===== src/rtl/mpc_pkg.sv =====
// ----------------------------------------------------------------------------
// Midpoint circle package
// Item types, step descriptor, mode codes and decision constants shared by
// the front, step queue and point sequencer.
// ----------------------------------------------------------------------------
`default_nettype none

package mpc_pkg;

    localparam int COORD_BITS = 8;
    localparam int RADIUS_BITS = 7;
    localparam int OFFY_BITS = 9;
    localparam int DEC_BITS = 12;
    localparam int QUEUE_DEPTH = 2;
    localparam int POINTS_PER_STEP = 8;
    localparam int PT_BITS = $clog2(POINTS_PER_STEP);

    localparam logic [DEC_BITS-1:0] DEC_START = DEC_BITS'(3);
    localparam logic [DEC_BITS-1:0] DEC_DIAG = DEC_BITS'(10);
    localparam logic [DEC_BITS-1:0] DEC_AXIS = DEC_BITS'(6);

    localparam logic MODE_START = 1'b0;
    localparam logic MODE_NEXT = 1'b1;

    typedef logic [COORD_BITS-1:0] t_coord;

    typedef struct packed {
        logic                   mode;
        t_coord                 center_x;
        t_coord                 center_y;
        logic [RADIUS_BITS-1:0] radius;
    } t_in_item;

    typedef struct packed {
        t_coord pixel_x;
        t_coord pixel_y;
        logic   last_of_step;
        logic   circle_done;
    } t_out_item;

    typedef struct packed {
        t_coord cx;
        t_coord cy;
        t_coord ox;
        t_coord oy;
        logic   done;
    } t_step;

    typedef struct packed {
        logic  valid;
        t_step step;
    } t_step_req;

endpackage

`default_nettype wire


===== src/rtl/mpc_front.sv =====
// ----------------------------------------------------------------------------
// Midpoint circle front
// Accepts items, classifies start / next / dropped, advances the octant
// offsets and decision value, and pushes one step descriptor per step.
// ----------------------------------------------------------------------------
`default_nettype none

module mpc_front (
    input  wire                 i_clk,
    input  wire                 i_rst_n,
    input  wire                 i_push,
    input  mpc_pkg::t_in_item   i_item,
    input  wire                 i_full,
    output mpc_pkg::t_step_req  o_req
);
    import mpc_pkg::*;

    t_coord                r_cx, n_cx;
    t_coord                r_cy, n_cy;
    t_coord                r_ox, n_ox;
    logic [OFFY_BITS-1:0]  r_oy, n_oy;
    logic [DEC_BITS-1:0]   r_dec, n_dec;
    logic                  r_active, n_active;

    logic                  accept;
    logic                  is_start;
    logic                  is_step;
    t_coord                ox_inc;
    logic [OFFY_BITS-1:0]  oy_dec;
    logic [DEC_BITS-1:0]   diff;
    logic [DEC_BITS-1:0]   dec_diag;
    logic [DEC_BITS-1:0]   dec_axis;
    logic                  done;

    assign accept   = i_push && !i_full;
    assign is_start = accept && (i_item.mode == MODE_START);
    assign is_step  = accept && (i_item.mode == MODE_NEXT) && r_active;

    always_comb begin
        ox_inc   = r_ox + t_coord'(1);
        oy_dec   = r_oy - OFFY_BITS'(1);
        diff     = DEC_BITS'(ox_inc) - {{(DEC_BITS - OFFY_BITS){oy_dec[OFFY_BITS-1]}}, oy_dec};
        dec_diag = r_dec + (diff << 2) + DEC_DIAG;
        dec_axis = r_dec + (DEC_BITS'(ox_inc) << 2) + DEC_AXIS;

        n_cx     = r_cx;
        n_cy     = r_cy;
        n_ox     = r_ox;
        n_oy     = r_oy;
        n_dec    = r_dec;
        n_active = r_active;
        done     = 1'b0;

        if (is_start) begin
            n_cx     = i_item.center_x;
            n_cy     = i_item.center_y;
            n_ox     = '0;
            n_oy     = OFFY_BITS'(i_item.radius);
            n_dec    = DEC_START - (DEC_BITS'(i_item.radius) << 1);
            n_active = 1'b1;
        end else if (is_step) begin
            n_ox = ox_inc;
            if ($signed(r_dec) > 0) begin
                n_oy  = oy_dec;
                n_dec = dec_diag;
            end else begin
                n_dec = dec_axis;
            end
            done = $signed({n_oy[OFFY_BITS-1], n_oy}) < $signed({2'b00, ox_inc});
            if (done) begin
                n_active = 1'b0;
            end
        end

        o_req.valid     = is_start || is_step;
        o_req.step.cx   = n_cx;
        o_req.step.cy   = n_cy;
        o_req.step.ox   = n_ox;
        o_req.step.oy   = n_oy[COORD_BITS-1:0];
        o_req.step.done = done;
    end

    always_ff @(posedge i_clk) begin
        if (!i_rst_n) begin
            r_cx     <= '0;
            r_cy     <= '0;
            r_ox     <= '0;
            r_oy     <= '0;
            r_dec    <= '0;
            r_active <= 1'b0;
        end else begin
            r_cx     <= n_cx;
            r_cy     <= n_cy;
            r_ox     <= n_ox;
            r_oy     <= n_oy;
            r_dec    <= n_dec;
            r_active <= n_active;
        end
    end

    a_done_idles: assert property (@(posedge i_clk) disable iff (!i_rst_n)
        (is_step && done) |=> !r_active)
        else $error("final step left the circle running");

endmodule

`default_nettype wire


===== src/rtl/mpc_queue.sv =====
// ----------------------------------------------------------------------------
// Midpoint circle step queue
// Two-entry queue of step descriptors between front and point sequencer.
// ----------------------------------------------------------------------------
`default_nettype none

module mpc_queue (
    input  wire                 i_clk,
    input  wire                 i_rst_n,
    input  mpc_pkg::t_step_req  i_req,
    output logic                o_full,
    output logic                o_valid,
    output mpc_pkg::t_step      o_step,
    input  wire                 i_take
);
    import mpc_pkg::*;

    localparam int PTR_BITS = $clog2(QUEUE_DEPTH);
    localparam int CNT_BITS = $clog2(QUEUE_DEPTH + 1);

    t_step                 r_mem [QUEUE_DEPTH];
    logic [PTR_BITS-1:0]   r_wr, n_wr;
    logic [PTR_BITS-1:0]   r_rd, n_rd;
    logic [CNT_BITS-1:0]   r_count, n_count;
    logic                  do_push;
    logic                  do_pop;

    assign o_full  = (r_count == CNT_BITS'(QUEUE_DEPTH));
    assign o_valid = (r_count != '0);
    assign o_step  = r_mem[r_rd];
    assign do_push = i_req.valid;
    assign do_pop  = i_take && o_valid;

    always_comb begin
        n_wr    = do_push ? PTR_BITS'(r_wr + 1'b1) : r_wr;
        n_rd    = do_pop ? PTR_BITS'(r_rd + 1'b1) : r_rd;
        n_count = r_count + CNT_BITS'(do_push) - CNT_BITS'(do_pop);
    end

    always_ff @(posedge i_clk) begin
        if (do_push) begin
            r_mem[r_wr] <= i_req.step;
        end
        if (!i_rst_n) begin
            r_wr    <= '0;
            r_rd    <= '0;
            r_count <= '0;
        end else begin
            r_wr    <= n_wr;
            r_rd    <= n_rd;
            r_count <= n_count;
        end
    end

    a_no_overflow: assert property (@(posedge i_clk) disable iff (!i_rst_n)
        !(do_push && o_full))
        else $error("step pushed into full queue");

    a_no_underflow: assert property (@(posedge i_clk) disable iff (!i_rst_n)
        !(i_take && !o_valid))
        else $error("step taken from empty queue");

endmodule

`default_nettype wire


===== src/rtl/mpc_back.sv =====
// ----------------------------------------------------------------------------
// Midpoint circle point sequencer
// Expands each step descriptor into its eight symmetric pixels, one per
// cycle while the output is not stalled, through a registered output stage.
// ----------------------------------------------------------------------------
`default_nettype none

module mpc_back (
    input  wire                 i_clk,
    input  wire                 i_rst_n,
    input  wire                 i_valid,
    input  mpc_pkg::t_step      i_step,
    output logic                o_take,
    output logic                o_empty,
    output mpc_pkg::t_out_item  o_item,
    input  wire                 i_pop
);
    import mpc_pkg::*;

    localparam logic [PT_BITS-1:0] LAST_PT = PT_BITS'(POINTS_PER_STEP - 1);

    t_step                r_desc;
    logic                 r_busy;
    logic [PT_BITS-1:0]   r_k;
    logic                 r_valid;
    t_out_item            r_item;

    logic                 out_free;
    t_coord               ax;
    t_coord               ay;
    t_out_item            point;

    assign out_free = !r_valid || i_pop;
    assign o_take   = i_valid && (!r_busy || (out_free && (r_k == LAST_PT)));
    assign o_empty  = !r_valid;
    assign o_item   = r_item;

    always_comb begin
        ax = r_k[2] ? r_desc.oy : r_desc.ox;
        ay = r_k[2] ? r_desc.ox : r_desc.oy;
        point.pixel_x      = r_k[0] ? (r_desc.cx - ax) : (r_desc.cx + ax);
        point.pixel_y      = r_k[1] ? (r_desc.cy - ay) : (r_desc.cy + ay);
        point.last_of_step = (r_k == LAST_PT);
        point.circle_done  = r_desc.done;
    end

    always_ff @(posedge i_clk) begin
        if (!i_rst_n) begin
            r_busy  <= 1'b0;
            r_k     <= '0;
            r_valid <= 1'b0;
        end else begin
            if (out_free) begin
                r_valid <= r_busy;
                if (r_busy) begin
                    r_item <= point;
                end
            end
            if (o_take) begin
                r_desc <= i_step;
                r_busy <= 1'b1;
                r_k    <= '0;
            end else if (out_free && r_busy) begin
                r_k <= r_k + 1'b1;
                if (r_k == LAST_PT) begin
                    r_busy <= 1'b0;
                end
            end
        end
    end

    a_hold_point: assert property (@(posedge i_clk) disable iff (!i_rst_n)
        (r_busy && !out_free && !o_take) |=> $stable(r_k))
        else $error("point index advanced while output stalled");

    a_take_at_end: assert property (@(posedge i_clk) disable iff (!i_rst_n)
        (o_take && r_busy) |-> (r_k == LAST_PT))
        else $error("new step loaded mid-sequence");

endmodule

`default_nettype wire


===== src/rtl/midpoint_circle_point_generator.sv =====
// ----------------------------------------------------------------------------
// Midpoint circle point generator
// A start item loads centre and radius and yields the eight symmetric pixels
// of offset (0, r); each next item advances one octant step and yields eight
// more. The front takes one item per cycle while its two-entry step queue
// has room; the point sequencer sends one pixel per cycle while its output
// is not stalled. An accepted item reaches the output through the step
// queue, the sequencer's descriptor register and its output register. Next
// items while no circle runs are taken and produce nothing.
// ----------------------------------------------------------------------------
`default_nettype none

module midpoint_circle_point_generator (
    input  wire                 i_clk,
    input  wire                 i_rst_n,
    input  wire                 i_push,
    output logic                o_full,
    input  mpc_pkg::t_in_item   i_item,
    output logic                o_empty,
    input  wire                 i_pop,
    output mpc_pkg::t_out_item  o_item
);
    import mpc_pkg::*;

    t_step_req  req;
    logic       q_valid;
    t_step      q_step;
    logic       take;

    mpc_front u_front (
        .i_clk   (i_clk),
        .i_rst_n (i_rst_n),
        .i_push  (i_push),
        .i_item  (i_item),
        .i_full  (o_full),
        .o_req   (req)
    );

    mpc_queue u_queue (
        .i_clk   (i_clk),
        .i_rst_n (i_rst_n),
        .i_req   (req),
        .o_full  (o_full),
        .o_valid (q_valid),
        .o_step  (q_step),
        .i_take  (take)
    );

    mpc_back u_back (
        .i_clk   (i_clk),
        .i_rst_n (i_rst_n),
        .i_valid (q_valid),
        .i_step  (q_step),
        .o_take  (take),
        .o_empty (o_empty),
        .o_item  (o_item),
        .i_pop   (i_pop)
    );

endmodule

`default_nettype wire

===== config.mk =====
export PLATFORM = sky130hd
export DESIGN_NAME = midpoint_circle_point_generator
export DESIGN_NICKNAME = d
export VERILOG_FILES = /design/src/rtl/mpc_pkg.sv /design/src/rtl/mpc_front.sv /design/src/rtl/mpc_queue.sv /design/src/rtl/mpc_back.sv /design/src/rtl/midpoint_circle_point_generator.sv
export SDC_FILE = /design/constraint.sdc
export NUM_CORES = 1
export LEC_CHECK = 0
export ABC_AREA = 1
export BUFFER_PORTS_ARGS = -buffer_cell sky130_fd_sc_hd__buf_2
export CAP_MARGIN = 20
export CELL_PAD_IN_SITES_DETAIL_PLACEMENT = 1
export CELL_PAD_IN_SITES_GLOBAL_PLACEMENT = 1
export CORE_AREA = 2 2 144 146
export DETAILED_ROUTE_END_ITERATION = 16
export DIE_AREA = 0 0 146 148
export GPL_TIMING_DRIVEN = 0
export HOLD_SLACK_MARGIN = 0.1
export PLACE_DENSITY = 0.79
export SLEW_MARGIN = 10
export SYNTH_ARGS = -nofsm -noshare
export SYNTH_HDL_FRONTEND = slang
export SYNTH_SLANG_ARGS = --single-unit

===== constraint.sdc =====
create_clock -name i_clk -period 4.35 [get_ports i_clk]
set_input_delay 0.2175 -clock i_clk [delete_from_list [all_inputs] [get_ports i_clk]]
set_output_delay 0.2175 -clock i_clk [all_outputs]
set_load 0.01 [all_outputs]

==> impl_metrics.ini <==
[routing]
drt-total-wl_um = 27700
ant_nets = 0
vias = 7726
viasPerCell = 5.365
dr.pass1.iters = 6
wl_per_cell_um = 19.23
drc = 0
drt_iter0_markers = 597

[sta]
slew_viol_final = 0
timing.fmax_ghz = 0.2468
fin_crit_sh = 0.9315
finalHoldViolations = 0
setup_ws_ns = 0.2982
fin_hold_ws_ns = 0.1146
tightest_slew_ns = 0.8939
relSlewSlack = 0.4034
min_period_ns = 4.052
setup-tns-final_ns = 0
worst_clock_skew_ns = 0.009684
timing.final.setup_violations = 0

[status]
status = completed

[cells_and_area]
diodes = 0
fin_util = 0.5487
layout_common_cells = nand2_1 (265), inv_1 (144), edfxtp_1 (117)
finalNetCount = 1262
post-route-cell-area_um2 = 11000
stdcell_count = 1440
area_delta_synth_final_pct = 15.36
drive_gt1_frac = 0.1299
layout_commonest_cell = nand2_1

[placement]
place_ws_ns = 0.1020
port_buffers = 47
place_area_um2 = 10190
place_inst = 1392
gp_congestion = 0.8956
dpl.hpwl_um = 20670

[power_and_ir_drop]
total_power_mw = 6.744
p_per_area_nw_per_um2 = 613.3
cellLeakagePower_nw = 4.968
peakVddDrop_v = 0.0002942

[clock_tree]
clk_pin_slew_ns = 0.07
clock_latency_ns = 0.44
htreeDepth = 4
cts_buffers = 17
post_cts_buffers = 0
root_buffer = clkbuf_16
clock_sinks = 172
cts_tree = built
clk_path_buf_depth = 2

[min_path]
hold_end = u_front.r_dec[6]$_SDFFE_PN0N_
min-delay-path-class = in -> reg
hold_path_depth = 3
min_from = i_rst_n

[synth]
synth.distinct_cells = 43
syn_nets = 1177
ys_seq_area_frac = 0.4841
synth_seq_cells = 172
syn_avg_cell_area_um2 = 8.891
synth_ff_type = edfxtp_1
synth_edf_count = 117
synth_area_um2 = 9532
synth_cells = 1072
yosysWarnings = 0
synth-async-reset-ratio = 0

[grt]
grt_start_max_net_pins = 33
grt_pass1_wl_um = 43700
track_usage = 0.2641
grt_pass1_vias = 8212
antenna_found_initial = 0
grt_remaining_overflow = 0

[floorplan]
die_area_um2 = 21610
die_w_um = 146
core-area_um2 = 20040
start_util = 0.4756
die_h_um = 148
ioPinCount = 48
rows = 52

[critical_path]
crit_path_top_delay_cell = dfxtp_2
cp-end-kind = flop
r2r_slack_ns = 0.30
start_kind = flop
cp_max_fo = 6
r2r_cells = 28
r2r_start = u_front.r_ox[0]$_SDFF_PN0_
crit_type = reg -> reg
cp.required_ns = 4.72
worst_path_most_repeated_cell = nand2_1
r2r-end = u_front.r_dec[11]$_SDFFE_PN0N_
cp.arrival_ns = 4.42
max_stage_delay_ns = 0.41

[run]
drv_cap = 0
## kinds of logic after synthesis
| logic type | synth area share |
|---|---|
| DFF | 0.4841 |
| and+or+nand+nor | 0.1802 |
| adders and majority gates | 0.1050 |
| buffers and inverters | 0.07246 |
| xor gates and xnor gates | 0.04411 |
| AOI/OAI and AO/OA | 0.1130 |
| muxes | 0.001050 |
## critical path, delay by kind of cell (launching register included)
family | cells | cell delay, ns
buffers and inverters | 4 | 0.32
AOI/OAI and AO/OA | 2 | 0.33
and+or+nand+nor | 17 | 1.69
adders and majority gates | 4 | 1.13
DFF | 1 | 0.41
xor gates and xnor gates | 1 | 0.13
## worst max-delay path by stage
stage / start / end / slack [ns] / depth (start not counted)
2_1_floorplan: u_front.r_ox[0]$_SDFF_PN0_ / u_front.r_dec[11]$_SDFFE_PN0N_ / 0.96 / 26
3_3_place_gp: u_queue.r_count[1]$_SDFF_PN0_ / u_queue.r_mem[1][21]$_DFFE_PP_ / 0.07 / 8
3_5_place_dp: u_front.r_ox[0]$_SDFF_PN0_ / u_front.r_dec[11]$_SDFFE_PN0N_ / 0.10 / 29
4_1_cts: u_front.r_ox[0]$_SDFF_PN0_ / u_front.r_dec[11]$_SDFFE_PN0N_ / 0.04 / 29
5_1_grt: u_front.r_ox[0]$_SDFF_PN0_ / u_front.r_dec[11]$_SDFFE_PN0N_ / -0.02 / 28
6_report: u_front.r_ox[0]$_SDFF_PN0_ / u_front.r_dec[11]$_SDFFE_PN0N_ / 0.30 / 28
## routing by layer
metal / up-vias / share of wire / track usage
met1: 3747 / 0.45 / 0.3441
li1: 3727 / - / -
met3: 47 / 0.053 / 0.05247
met2: 205 / 0.48 / 0.4455
met4: 0 / 0.020 / 0.08495
met5: - / 0 / 0
## final cells by class
type | count | area (um2)
plain buffers | 29 | 131.4
clock buffers | 18 | 450.4
clock inverters | 14 | 163.9
fillers | 2369 | 9044
inverters | 149 | 559.3
multi-input cells | 722 | 4282
flip-flops and latches | 172 | 4616
well taps | 270 | 337.8
repair buffers | 66 | 455.4
## cell usage after synthesis, types with 7 or more instances
cell type  instances  area share
nor2_2             7      0.0046
o21bai_1           8      0.0063
xnor2_1           14       0.013
nor2_1            53       0.021
or2_2             21       0.014
a21oi_1           84       0.044
clkbuf_1          19      0.0075
dfxtp_1           55        0.12
o21ai_1            7      0.0037
inv_1            145       0.057
ha_1              72       0.095
xor2_1            34       0.031
edfxtp_1         117        0.37
o21ai_0           53       0.028
nand3_1           31       0.016
a31oi_1            8      0.0053
a211oi_1          19       0.015
nand2_1          265        0.10
## sequential cells by signal (all words and copies together), names as in the netlist
signal	flops
u_queue.r_count	2
u_back.o_item	18
u_back.r_valid	1
u_back.point	1
u_back.r_busy	1
u_front.r_active	1
u_front.r_cx	8
u_front.r_cy	8
u_front.r_oy	9
u_queue.r_rd	1
u_queue.r_wr	1
u_back.r_desc	32
u_front.r_ox	8
u_back.r_k	3
u_front.r_dec	12
u_queue.r_mem	66
## what timing repair did
action,in CTS,in global routing
hold buffers,16,0
resized for setup,0,10
endpoints found under the hold margin,16,0
setup endpoints to repair,0,3
## power by group
part | internal (mW) | leakage, nW | switching [mW]
Sequential | 2.18 | 1.55 | 0.138
Combinational | 0.977 | 3.11 | 1.86
Clock | 0.857 | 0.305 | 0.735
(Power assumes the default switching activity.)
